<file path="config.mk">
export PLATFORM = sky130hd
export DESIGN_NAME = scoped_symbol_table
export DESIGN_NICKNAME = d
export VERILOG_FILES = /design/src/sst_pkg.sv /design/src/scoped_symbol_table.sv /design/src/sst_mem.sv /design/src/sst_seq.sv
export VERILOG_INCLUDE_DIRS = /design/src /design/src/src
export SDC_FILE = /design/constraint.sdc
export NUM_CORES = 2
export LEC_CHECK = 0
export ABC_CLOCK_PERIOD_IN_PS = 5200
export BUFFER_PORTS_ARGS = -buffer_cell sky130_fd_sc_hd__buf_2
export CAP_MARGIN = 0
export CORE_ASPECT_RATIO = 0.7
export CORE_MARGIN = 10
export CORE_UTILIZATION = 24
export DETAILED_ROUTE_END_ITERATION = 16
export PLACE_DENSITY = 0.43
export SLEW_MARGIN = 10
export SYNTH_ARGS = -nofsm -noshare
export SYNTH_HDL_FRONTEND = slang
export SYNTH_HIERARCHICAL = 1
export SYNTH_SLANG_ARGS = --single-unit
</file>
<file path="constraint.sdc">
create_clock -name clk -period 5.2 [get_ports clk]
set_input_delay 0.26 -clock clk [delete_from_list [all_inputs] [get_ports clk]]
set_output_delay 0.26 -clock clk [all_outputs]
set_load 0.01 [all_outputs]
</file>
<file path="src/scoped_symbol_table_macros.svh">
// ---------------------------------------------------------------------------
// Assertion macros for the scoped symbol table.
// Same-cycle and next-cycle implication checks under a synchronous reset.
// ---------------------------------------------------------------------------
`ifndef SCOPED_SYMBOL_TABLE_MACROS_SVH
`define SCOPED_SYMBOL_TABLE_MACROS_SVH

// Consequent must hold in the same cycle as the antecedent.
`define SST_ASSERT_NOW(label, clk, rst_n, ante, cons, msg) \
  label: assert property (@(posedge clk) disable iff (!rst_n) (ante) |-> (cons)) \
    else $error(msg);

// Consequent must hold in the cycle after the antecedent.
`define SST_ASSERT_NEXT(label, clk, rst_n, ante, cons, msg) \
  label: assert property (@(posedge clk) disable iff (!rst_n) (ante) |=> (cons)) \
    else $error(msg);

`endif

</file>
<file path="src/sst_pkg.sv">
// ---------------------------------------------------------------------------
// Scoped symbol table package
// Sizes, operation and status codes, and the transaction and memory types.
// ---------------------------------------------------------------------------
package sst_pkg;

  localparam int TABLE_DEPTH = 64;
  localparam int IDX_W       = $clog2(TABLE_DEPTH);
  localparam int CNT_W       = $clog2(TABLE_DEPTH + 1);
  localparam int RES_IDX_W   = 6;

  // Operation codes
  localparam logic [2:0] OP_INSERT    = 3'd0;
  localparam logic [2:0] OP_SEARCH    = 3'd1;
  localparam logic [2:0] OP_FILL_TYPE = 3'd2;
  localparam logic [2:0] OP_FILL_CAT  = 3'd3;
  localparam logic [2:0] OP_READ      = 3'd4;

  // Status codes
  localparam logic [2:0] ST_INSERTED  = 3'd0;
  localparam logic [2:0] ST_EXISTS    = 3'd1;
  localparam logic [2:0] ST_FULL      = 3'd2;
  localparam logic [2:0] ST_NO_NAME   = 3'd3;
  localparam logic [2:0] ST_FOUND     = 3'd4;
  localparam logic [2:0] ST_NOT_FOUND = 3'd5;
  localparam logic [2:0] ST_DONE      = 3'd6;
  localparam logic [2:0] ST_BAD_INDEX = 3'd7;

  localparam logic [7:0] EMPTY_MARK = 8'hFF;

  typedef struct packed {
    logic [2:0]  op;
    logic [15:0] name_key;
    logic        name_present;
    logic [7:0]  token_kind;
    logic [7:0]  scope_level;
    logic [7:0]  fill_value;
    logic [7:0]  entry_index;
  } in_item_t;

  typedef struct packed {
    logic [2:0]           status;
    logic [RES_IDX_W-1:0] result_index;
    logic [15:0]          out_name_key;
    logic [7:0]           out_token_kind;
    logic [7:0]           out_scope;
    logic [7:0]           out_type;
    logic [7:0]           out_category;
    logic [RES_IDX_W-1:0] last_index;
  } out_item_t;

  // Write port of the entry memories
  typedef struct packed {
    logic             ent_we;
    logic             type_we;
    logic             cat_we;
    logic [IDX_W-1:0] addr;
    logic [15:0]      name;
    logic [7:0]       kind;
    logic [7:0]       scope;
    logic [7:0]       value;
  } sst_wr_t;

  // One stored entry as read back
  typedef struct packed {
    logic [15:0] name;
    logic [7:0]  kind;
    logic [7:0]  scope;
    logic [7:0]  dtype;
    logic [7:0]  category;
  } sst_entry_t;

endpackage

</file>
<file path="src/scoped_symbol_table.sv">
// The block holds one transaction at a time: in_ready is high only in the idle state,
// and a new one is accepted only after the result register has taken the last result.
// The entry walk through the shared compare unit and single-port read memory visits
// one entry per cycle.
// Reset: rst_n synchronous active low empties the table and clears the last index;
// entry memories are not cleared.
// ---------------------------------------------------------------------------
// Scoped symbol table
// Append-only symbol table with insert, search, back-fill and read, and a
// result register that holds one finished transaction for the consumer.
// ---------------------------------------------------------------------------
module scoped_symbol_table (
  input  logic               clk,
  input  logic               rst_n,
  input  logic               in_valid,
  output logic               in_ready,
  input  sst_pkg::in_item_t  in_data,
  output logic               out_valid,
  input  logic               out_ready,
  output sst_pkg::out_item_t out_data
);

  logic                      res_valid;
  logic                      res_ready;
  sst_pkg::out_item_t        res_data;
  sst_pkg::sst_wr_t          mem_wr;
  logic [sst_pkg::IDX_W-1:0] rd_addr;
  sst_pkg::sst_entry_t       rd_entry;

  logic                      out_valid_r;
  sst_pkg::out_item_t        out_data_r;

  sst_seq u_seq (
    .clk       (clk),
    .rst_n     (rst_n),
    .in_valid  (in_valid),
    .in_ready  (in_ready),
    .in_data   (in_data),
    .res_valid (res_valid),
    .res_ready (res_ready),
    .res_data  (res_data),
    .mem_wr    (mem_wr),
    .rd_addr   (rd_addr),
    .rd_entry  (rd_entry)
  );

  sst_mem u_mem (
    .clk      (clk),
    .wr       (mem_wr),
    .rd_addr  (rd_addr),
    .rd_entry (rd_entry)
  );

  // Load the result register when empty or being drained
  assign res_ready = !out_valid_r || out_ready;

  always_ff @(posedge clk) begin
    if (!rst_n) begin
      out_valid_r <= 1'b0;
    end else if (res_valid && res_ready) begin
      out_valid_r <= 1'b1;
    end else if (out_ready) begin
      out_valid_r <= 1'b0;
    end
  end

  always_ff @(posedge clk) begin
    if (res_valid && res_ready) begin
      out_data_r <= res_data;
    end
  end

  assign out_valid = out_valid_r;
  assign out_data  = out_data_r;

endmodule

</file>
<file path="src/sst_mem.sv">
// ---------------------------------------------------------------------------
// Scoped symbol table entry memories
// One write port and one registered read port shared by all entry fields.
// ---------------------------------------------------------------------------
module sst_mem (
  input  logic                    clk,
  input  sst_pkg::sst_wr_t        wr,
  input  logic [sst_pkg::IDX_W-1:0] rd_addr,
  output sst_pkg::sst_entry_t     rd_entry
);

  logic [15:0] names_mem [sst_pkg::TABLE_DEPTH];
  logic [7:0]  kinds_mem [sst_pkg::TABLE_DEPTH];
  logic [7:0]  scopes_mem[sst_pkg::TABLE_DEPTH];
  logic [7:0]  types_mem [sst_pkg::TABLE_DEPTH];
  logic [7:0]  cats_mem  [sst_pkg::TABLE_DEPTH];

  sst_pkg::sst_entry_t rd_entry_r;

  // Write the appended entry or the back-filled field
  always_ff @(posedge clk) begin
    if (wr.ent_we) begin
      names_mem[wr.addr]  <= wr.name;
      kinds_mem[wr.addr]  <= wr.kind;
      scopes_mem[wr.addr] <= wr.scope;
    end
    if (wr.type_we) begin
      types_mem[wr.addr] <= wr.value;
    end
    if (wr.cat_we) begin
      cats_mem[wr.addr] <= wr.value;
    end
  end

  // Read every cycle into the output register
  always_ff @(posedge clk) begin
    rd_entry_r.name     <= names_mem[rd_addr];
    rd_entry_r.kind     <= kinds_mem[rd_addr];
    rd_entry_r.scope    <= scopes_mem[rd_addr];
    rd_entry_r.dtype    <= types_mem[rd_addr];
    rd_entry_r.category <= cats_mem[rd_addr];
  end

  assign rd_entry = rd_entry_r;

endmodule

</file>
<file path="src/sst_seq.sv">
// ---------------------------------------------------------------------------
// Scoped symbol table sequencer
// Walks the table one entry per cycle with a single key compare and zero
// check, appends entries, and builds one result per transaction.
// ---------------------------------------------------------------------------
`include "scoped_symbol_table_macros.svh"

module sst_seq (
  input  logic                      clk,
  input  logic                      rst_n,
  input  logic                      in_valid,
  output logic                      in_ready,
  input  sst_pkg::in_item_t         in_data,
  output logic                      res_valid,
  input  logic                      res_ready,
  output sst_pkg::out_item_t        res_data,
  output sst_pkg::sst_wr_t          mem_wr,
  output logic [sst_pkg::IDX_W-1:0] rd_addr,
  input  sst_pkg::sst_entry_t       rd_entry
);

  localparam logic [2:0] S_IDLE  = 3'd0;
  localparam logic [2:0] S_START = 3'd1;
  localparam logic [2:0] S_SCAN  = 3'd2;
  localparam logic [2:0] S_FILL  = 3'd3;
  localparam logic [2:0] S_RD1   = 3'd4;
  localparam logic [2:0] S_RD2   = 3'd5;
  localparam logic [2:0] S_RESP  = 3'd6;

  localparam int IW = sst_pkg::IDX_W;
  localparam int CW = sst_pkg::CNT_W;
  localparam int RW = sst_pkg::RES_IDX_W;

  logic [2:0]          state_r, state_nxt;
  sst_pkg::in_item_t   item_r, item_nxt;
  logic [CW-1:0]       count_r, count_nxt;
  logic [IW-1:0]       last_hit_r, last_hit_nxt;
  logic [IW-1:0]       addr_r, addr_nxt;
  logic                pend_r, pend_nxt;
  logic [IW-1:0]       pend_addr_r, pend_addr_nxt;
  sst_pkg::out_item_t  res_r, res_nxt;

  logic                full;
  logic [IW-1:0]       count_last;
  logic                match;
  logic [7:0]          fill_field;
  logic                do_insert;
  logic                take_hit;

  // Shared compare unit: key and scope match, field zero check
  assign full       = (count_r == CW'(sst_pkg::TABLE_DEPTH));
  assign count_last = IW'(count_r - CW'(1));
  assign match      = pend_r && (rd_entry.name == item_r.name_key) &&
                      (rd_entry.scope == item_r.scope_level);
  assign fill_field = (item_r.op == sst_pkg::OP_FILL_TYPE) ? rd_entry.dtype
                                                           : rd_entry.category;

  assign in_ready  = (state_r == S_IDLE);
  assign res_valid = (state_r == S_RESP);
  assign rd_addr   = addr_r;

  always_comb begin
    res_data            = res_r;
    res_data.last_index = RW'(last_hit_r);
  end

  // Sequencer next state
  always_comb begin
    state_nxt     = state_r;
    item_nxt      = item_r;
    count_nxt     = count_r;
    last_hit_nxt  = last_hit_r;
    addr_nxt      = addr_r;
    pend_nxt      = pend_r;
    pend_addr_nxt = pend_addr_r;
    res_nxt       = res_r;
    mem_wr        = '0;
    do_insert     = 1'b0;
    take_hit      = 1'b0;

    case (state_r)
      S_IDLE: begin
        if (in_valid) begin
          item_nxt  = in_data;
          state_nxt = S_START;
        end
      end

      S_START: begin
        res_nxt        = '0;
        res_nxt.status = sst_pkg::ST_DONE;
        pend_nxt       = 1'b0;
        case (item_r.op)
          sst_pkg::OP_INSERT: begin
            if (full) begin
              res_nxt.status = sst_pkg::ST_FULL;
              state_nxt      = S_RESP;
            end else if (!item_r.name_present) begin
              res_nxt.status = sst_pkg::ST_NO_NAME;
              state_nxt      = S_RESP;
            end else if (count_r == '0) begin
              do_insert = 1'b1;
            end else begin
              addr_nxt  = count_last;
              state_nxt = S_SCAN;
            end
          end
          sst_pkg::OP_SEARCH: begin
            if (count_r == '0) begin
              res_nxt.status = sst_pkg::ST_NOT_FOUND;
              state_nxt      = S_RESP;
            end else begin
              addr_nxt  = count_last;
              state_nxt = S_SCAN;
            end
          end
          sst_pkg::OP_FILL_TYPE, sst_pkg::OP_FILL_CAT: begin
            if (count_r == '0) begin
              state_nxt = S_RESP;
            end else begin
              addr_nxt  = count_last;
              state_nxt = S_FILL;
            end
          end
          sst_pkg::OP_READ: begin
            if (32'(item_r.entry_index) < 32'(count_r)) begin
              addr_nxt  = IW'(item_r.entry_index);
              state_nxt = S_RD1;
            end else begin
              res_nxt.status         = sst_pkg::ST_BAD_INDEX;
              res_nxt.out_token_kind = sst_pkg::EMPTY_MARK;
              state_nxt              = S_RESP;
            end
          end
          default: begin
            state_nxt = S_RESP;
          end
        endcase
      end

      // Walk downward so the first match is the highest index
      S_SCAN: begin
        pend_nxt      = 1'b1;
        pend_addr_nxt = addr_r;
        addr_nxt      = addr_r - 1'b1;
        if (match) begin
          take_hit = 1'b1;
        end else if (pend_r && (pend_addr_r == '0)) begin
          if (item_r.op == sst_pkg::OP_INSERT) begin
            do_insert = 1'b1;
          end else begin
            res_nxt.status = sst_pkg::ST_NOT_FOUND;
            state_nxt      = S_RESP;
          end
        end
      end

      // Back-fill the trailing unknown run, stop at the first known entry
      S_FILL: begin
        pend_nxt      = 1'b1;
        pend_addr_nxt = addr_r;
        addr_nxt      = addr_r - 1'b1;
        if (pend_r) begin
          if (fill_field == 8'd0) begin
            mem_wr.addr    = pend_addr_r;
            mem_wr.value   = item_r.fill_value;
            mem_wr.type_we = (item_r.op == sst_pkg::OP_FILL_TYPE);
            mem_wr.cat_we  = (item_r.op == sst_pkg::OP_FILL_CAT);
            if (pend_addr_r == '0) begin
              state_nxt = S_RESP;
            end
          end else begin
            state_nxt = S_RESP;
          end
        end
      end

      S_RD1: begin
        state_nxt = S_RD2;
      end

      S_RD2: begin
        res_nxt.result_index   = RW'(item_r.entry_index);
        res_nxt.out_name_key   = rd_entry.name;
        res_nxt.out_token_kind = rd_entry.kind;
        res_nxt.out_scope      = rd_entry.scope;
        res_nxt.out_type       = rd_entry.dtype;
        res_nxt.out_category   = rd_entry.category;
        state_nxt              = S_RESP;
      end

      S_RESP: begin
        if (res_ready) begin
          state_nxt = S_IDLE;
        end
      end

      default: begin
        state_nxt = S_IDLE;
      end
    endcase

    // Append a new entry with unknown type and category
    if (do_insert) begin
      mem_wr.ent_we        = 1'b1;
      mem_wr.type_we       = 1'b1;
      mem_wr.cat_we        = 1'b1;
      mem_wr.addr          = IW'(count_r);
      mem_wr.name          = item_r.name_key;
      mem_wr.kind          = item_r.token_kind;
      mem_wr.scope         = item_r.scope_level;
      mem_wr.value         = 8'd0;
      last_hit_nxt         = IW'(count_r);
      count_nxt            = count_r + CW'(1);
      res_nxt.status       = sst_pkg::ST_INSERTED;
      res_nxt.result_index = RW'(count_r);
      state_nxt            = S_RESP;
    end

    // Report an existing or found entry
    if (take_hit) begin
      last_hit_nxt         = pend_addr_r;
      res_nxt.status       = (item_r.op == sst_pkg::OP_INSERT) ? sst_pkg::ST_EXISTS
                                                               : sst_pkg::ST_FOUND;
      res_nxt.result_index = RW'(pend_addr_r);
      state_nxt            = S_RESP;
    end
  end

  // Control registers
  always_ff @(posedge clk) begin
    if (!rst_n) begin
      state_r    <= S_IDLE;
      count_r    <= '0;
      last_hit_r <= '0;
      pend_r     <= 1'b0;
    end else begin
      state_r    <= state_nxt;
      count_r    <= count_nxt;
      last_hit_r <= last_hit_nxt;
      pend_r     <= pend_nxt;
    end
  end

  // Payload registers
  always_ff @(posedge clk) begin
    item_r      <= item_nxt;
    addr_r      <= addr_nxt;
    pend_addr_r <= pend_addr_nxt;
    res_r       <= res_nxt;
  end

  `SST_ASSERT_NOW(a_insert_not_full, clk, rst_n, mem_wr.ent_we,
    32'(count_r) < sst_pkg::TABLE_DEPTH, "entry appended to a full table")
  `SST_ASSERT_NEXT(a_count_advance, clk, rst_n, mem_wr.ent_we,
    count_r == $past(count_r) + CW'(1), "entry count did not advance on append")
  `SST_ASSERT_NOW(a_fill_in_range, clk, rst_n, mem_wr.type_we && !mem_wr.ent_we,
    32'(mem_wr.addr) < 32'(count_r), "back-fill outside the filled entries")
  `SST_ASSERT_NEXT(a_count_hold, clk, rst_n, !mem_wr.ent_we,
    count_r == $past(count_r), "entry count changed without an append")

endmodule
</file>
======== After elaboration in Yosys (flattened, before gate mapping) ========
Memories as Yosys holds them, arrays and structs flattened. A register that Yosys moved wholly into a read port is not among the register bits.
Cells that the tools add are included.
W data, S select, Z words.
word-level totals
  bits in registers ....................... 202
  memory bits (writable) .................. 3,072
  input port bits ......................... 56
  memories kept ........................... 5
cells by class
  add/sub/neg operators ................... 3
  $lt $le $gt $ge ......................... 1
  eq/ne operators ......................... 33
  muxes and demuxes ....................... 68
  bitwise logic cells ..................... 1
  reduce and logical (&&, ||, !) cells .... 26
memories
  name              words  width  rd ports  clocked after Yosys merged registers in  write ports  line           RTL
  u_mem.names_mem   64     16     1         1                                        1            sst_mem.sv:12  logic [15:0] names_mem [sst_pkg::TABLE_DEPTH];
  u_mem.cats_mem    64     8      1         1                                        1            sst_mem.sv:16  logic [7:0] cats_mem [sst_pkg::TABLE_DEPTH];
  u_mem.kinds_mem   64     8      1         1                                        1            sst_mem.sv:13  logic [7:0] kinds_mem [sst_pkg::TABLE_DEPTH];
  u_mem.scopes_mem  64     8      1         1                                        1            sst_mem.sv:14  logic [7:0] scopes_mem[sst_pkg::TABLE_DEPTH];
  u_mem.types_mem   64     8      1         1                                        1            sst_mem.sv:15  logic [7:0] types_mem [sst_pkg::TABLE_DEPTH];
operators by type and width
  kind                   count
  $pmux W54 S2           1
  $mux W8                9
  $mux W3                21
  $mux W49               1
  $mux W6                6
  $pmux W3 S7            1
  $mux W1                18
  $mux W9                2
  $pmux W6 S3            1
  $eq A16 B16 Y1         1
  $reduce_and A8 Y1      2
  $eq A3 B2 Y1 const B   4
  $eq A3 B3 Y1 const B   4
  $ne A4 B1 Y1 const B   3
  $pmux W3 S4            1
  $pmux W6 S2            1
  $sub A6 B1 Y6 const B  2
  $ne A3 B2 Y1 const B   3
  $pmux W3 S3            1
  $eq A8 B8 Y1           1
  $logic_not A8 Y1       1
  $lt A8 B7 Y1           1
  $ne A4 B2 Y1 const B   2
  $reduce_bool A2 Y1     4
  other kinds (27)       41

======== Depth between registers and ports, before layout ========
  depth after elaboration ................. 9
  depth in mapped cells ................... 16

======== Modules after synthesis ========
Netlist, hierarchy kept.
modules (own cells, without submodules)
  module               instances  cells each  area each (um^2)  sequential area each (um^2)
  sst_mem              1          5,211       118,273.4         93,209.4
  sst_seq              1          526         6,488.7           3,973.8
  scoped_symbol_table  1          68          1,949.4           1,911.8

======== Least setup slack after synthesis ========
No wires, ideal clock.
  path kind ............................... flip-flop to flip-flop
  start ................................... register u_seq.count_r[2]
  end ..................................... memory u_mem.kinds_mem[21][0], enable pin
  arrival ................................. 4.019 ns
  data required time ...................... 4.779 ns
  slack ................................... 0.760 ns
  cell stages (with the launch flop) ...... 15
  path buffers ............................ 5
  period minus slack after synthesis ...... 4.440 ns
  path through ............................ dfxtp_1 buf_6 or4_4 nor3b_4 o21ai_2 a31oi_2 buf_6 buf_12 nand2_2 nand2_1 clkbuf_1 nand2_1 or2_2 clkbuf_1 nor2_1
RTL lines
  what                    line            RTL
  from (decl)             sst_seq.sv:36   logic [CW-1:0] count_r, count_nxt;
  from (signal assigned)  sst_seq.sv:239  count_r <= count_nxt;
  to (decl)               sst_mem.sv:13

==> impl_metrics.py <==
metrics = {
    "timing": {
        "setup_viol": 0,
        "relSlewSlack_pct": 9.12,
        "max_freq_mhz": 208,
        "fin_ws_ns": 0.396,
        "rsz0062_at_grt": "false",
        "tns_ns": 0,
        "finalCriticalPeriod_ns": 4.80,
        "worstMarginPinSlew_ns": 1.36,
        "timing.final.crit_share_pct": 92.4,
        "hold_viol": 0,
        "final_max_slew_viol_count": 0,
        "finClkSkew_ns": 0.0552,
    },
    "cts": {
        "cts.clk_slew.worst_paths_ns": 0.06,
        "htreeDepth": 5,
        "clk_path_buf_depth": 4,
        "cts_tree": "built",
        "clk_latency_ns": 0.92,
        "cts.repair.resized": 0,
        "root_buffer": "clkbuf_16",
        "cts_sinks": 3322,
        "cts_buffers": 344,
    },
    "global_route": {
        "grt_max_degree": 129,
        "grt_overflow": 0,
        "antenna_found_initial": 57,
        "grt_pass1_vias": 63500,
        "grt_use_total_pct": 13.9,
        "grt_pass1_wl_um": 549000,
    },
    "floorplan": {
        "start_util_pct": 24.1,
        "die_h_um": 628,
        "die_area_um2": 558000,
        "core_area_um2": 527000,
        "die_w_um": 888,
        "std_cell_rows": 223,
        "ios": 121,
    },
    "detailed_routing": {
        "wl_per_cell_um": 29.2,
        "drc": 0,
        "viasPerCell": 4.68,
        "antenna_left": 0,
        "drt_pre_antenna_iters": 6,
        "wl_um": 401000,
        "vias": 64300,
        "drtIter0Drc": 9077,
    },
    "power_and_ir_drop": {
        "p_leak_nw": 43.8,
        "p_total_mw": 65.2,
        "netSwitchingPower_mw": 18.0,
        "internal_power_mw": 47.1,
        "ir_worst_vdd_mv": 0.268,
        "p_clk_share_pct": 37.3,
        "pwr-share-comb_pct": 16.5,
        "switching_share_pct": 27.7,
        "seq_power_share_pct": 46.2,
        "power_density_nw_per_um2": 431,
    },
    "worst_hold_path": {
        "hp-class": "primary input to register",
    },
    "placed_design": {
        "gp_congestion": 0.814,
        "place_inst": 13000,
        "io_buffers": 120,
        "post-place-ws_ns": 0.584,
        "dp_hpwl_um": 255000,
    },
    "yosys": {
        "synth_seq_cells": 3322,
        "synth_edf_count": 3256,
        "yosysUniqueCellTypes": 73,
        "syn-num-nets": 5870,
        "synth_top_cell_by_area": "edfxtp_1",
        "ys_seq_area_share_pct": 78.2,
        "ys_top_cells_by_area": "edfxtp_1 (77%), mux4_2 (14%), mux2i_1 (1.2%)",
        "ys.flop_type": "edfxtp_1",
        "netlist_instances": 5805,
        "ys_warn_count": 6,
        "post-synth-top-area-fraction_pct": 77.2,
        "synth-async-reset-ratio_pct": 0,
        "synthesis.area_um2": 127000,
        "syn_area_per_cell_um2": 21.8,
    },
    "finish": {
        "synthToLayoutAreaGrowth_pct": 19.3,
        "post-route-util_pct": 28.7,
        "finalNonFillerCells": 13700,
        "layout.nets": 6526,
        "drive_above_1_share_pct": 29.9,
    },
    "worst_setup_path": {
        "path_max_fanout": 14,
        "arrival_ns": 5.35,
        "criticalPathCategory": "register to register",
        "critPathRequiredTime_ns": 5.75,
        "start_kind": "register",
        "endpoint_kind": "register",
    },
    "outcome": {
        "status": "finished clean",
    },
    "job": {
        "maxCapViolCount": 0,
    },
}
[path summary, 6_finish.rpt]
path	from	endpoint	slack, ns	cells after the start
worst max-delay path	u_seq/state_r[0]	u_mem/cats_mem[5][4]	0.40	10
worst min-delay path	in_data[3]	u_seq/item_r[3]	0.08	2
worst max register to register	u_seq/state_r[0]	u_mem/cats_mem[5][4]	0.40	10
worst min register to register	u_seq/res_data[9]	out_data[9]	0.42	0
[synth_stat cells, types with 8 or more instances]
master	n
a21o_1	12
a21oi_1	76
a221oi_1	80
a31oi_1	19
and2_1	49
and3_1	49
buf_1	29
buf_2	86
buf_4	53
buf_6	19
clkbuf_1	141
dfxtp_1	66
edfxtp_1	3256
ha_1	9
inv_1	17
mux2i_1	148
mux4_2	781
nand2_1	164
nand2b_1	13
nand3_1	8
nand3b_1	8
nand4_1	16
nor2_1	324
nor3_1	21
o21ai_0	97
o221ai_1	40
o22ai_1	88
or3b_2	11
xnor2_1	32
[power by group through the flow]
stage	Clock [mW]	Sequential [mW]	Combinational (mW)
6_report	24.3	30.1	10.7
3_5_place_dp	0	30.7	10.7
3_3_place_gp	0	30.6	10.7
5_1_grt	26.0	30.1	11.3
2_1_floorplan	0	30.5	5.60
4_1_cts	24.9	30.1	10.7
[per-stage QoR]
step | cell area [um2] | hold slack [ns]
2_1_floorplan | 127000 | 0.359
3_3_place_gp | 140000 | 0.402
3_5_place_dp | 140000 | 0.405
4_1_cts | 151000 | 0.00633
5_1_grt | 151000 | 0.0407
6_report | 151000 | 0.0760
[sequential cells by signal, summed over array words and instances (netlist names)]
register and cells:
u_seq/last_hit_r 6, u_seq/state_r 3, u_mem/scopes_mem 512, u_seq/pend_addr_r 6, u_mem/cats_mem 512, u_mem/rd_entry 48
u_seq/res_data 57, u_seq/count_r 7, u_mem/names_mem 1024, u_seq/rd_addr 6, u_mem/kinds_mem 512, u_mem/types_mem 512
u_seq/item_r 52, out_data 63, u_seq/pend_r 1, out_valid 1
[cell families after synthesis]
logic type | count (synthesis) | synth area share (%)
buf+inv | 349 | 1.40
flops | 3322 | 78.2
mux | 931 | 15.1
xor+xnor | 34 | 0.235
simple gates | 703 | 2.55
compound gates | 457 | 2.45
fa+ha+maj | 9 | 0.0889
[critical path, stage by stage, from the launching register on]
cell      delay [ns]
dfxtp_1         0.53
nor4bb_1        0.54
nor3b_4         0.34
nand2_1         0.14
a31oi_4         0.40
buf_4           0.23
a22o_1          0.64
nand2_1         0.16
nor2_1          0.27
nand2_1         0.49
nor2_1          0.68
[cells in the final DEF (no fill, tap or decap), drive strengths merged, types with 25 or more instances in the layout]
master | Yosys | final
and3 | 49 | 49
buf | 188 | 572
a221oi | 81 | 81
bufinv | 0 | 26
dfxtp | 66 | 66
and2 | 50 | 50
dlygate4sd3 | 0 | 68
o22ai | 88 | 88
nand2 | 165 | 165
inv | 18 | 25
o21ai | 101 | 101
a21oi | 81 | 81
nor2 | 325 | 325
mux2i | 148 | 148
xnor2 | 32 | 32
clkbuf | 143 | 427
edfxtp | 3256 | 3256
o221ai | 40 | 40
mux4 | 781 | 781
clkinv | 0 | 144
[layout make-up]
| cell class | count | area (um2) |
|---|---|---|
| Antenna cell | 21 | 52.6 |
| Clock buffer | 426 | 9090 |
| Clock inverter | 194 | 1780 |
| Fill cell | 51300 | 375000 |
| Inverter | 18 | 68.8 |
| Multi-Input combinational cell | 2134 | 26500 |
| Sequential cell | 3322 | 99100 |
| Tap cell | 6975 | 8730 |
| Timing Repair Buffer | 641 | 5910 |
[routing by layer]
layer | vias up | wire length, um | track usage, %
met5 | - | 24 | 0
met4 | 4 | 6470 | 2.28
met3 | 399 | 43100 | 3.89
met2 | 2931 | 159000 | 18.4
met1 | 35300 | 193000 | 22.4
li1 | 25700 | - | -
[repair_timing]
action	4_1_cts	5_1_grt
hold buffers	68	0
hold endpoints to repair	58	0
setup buffers	0	0
endpoints found under the setup margin	0	0
Power figures use the tool's default switching activity.
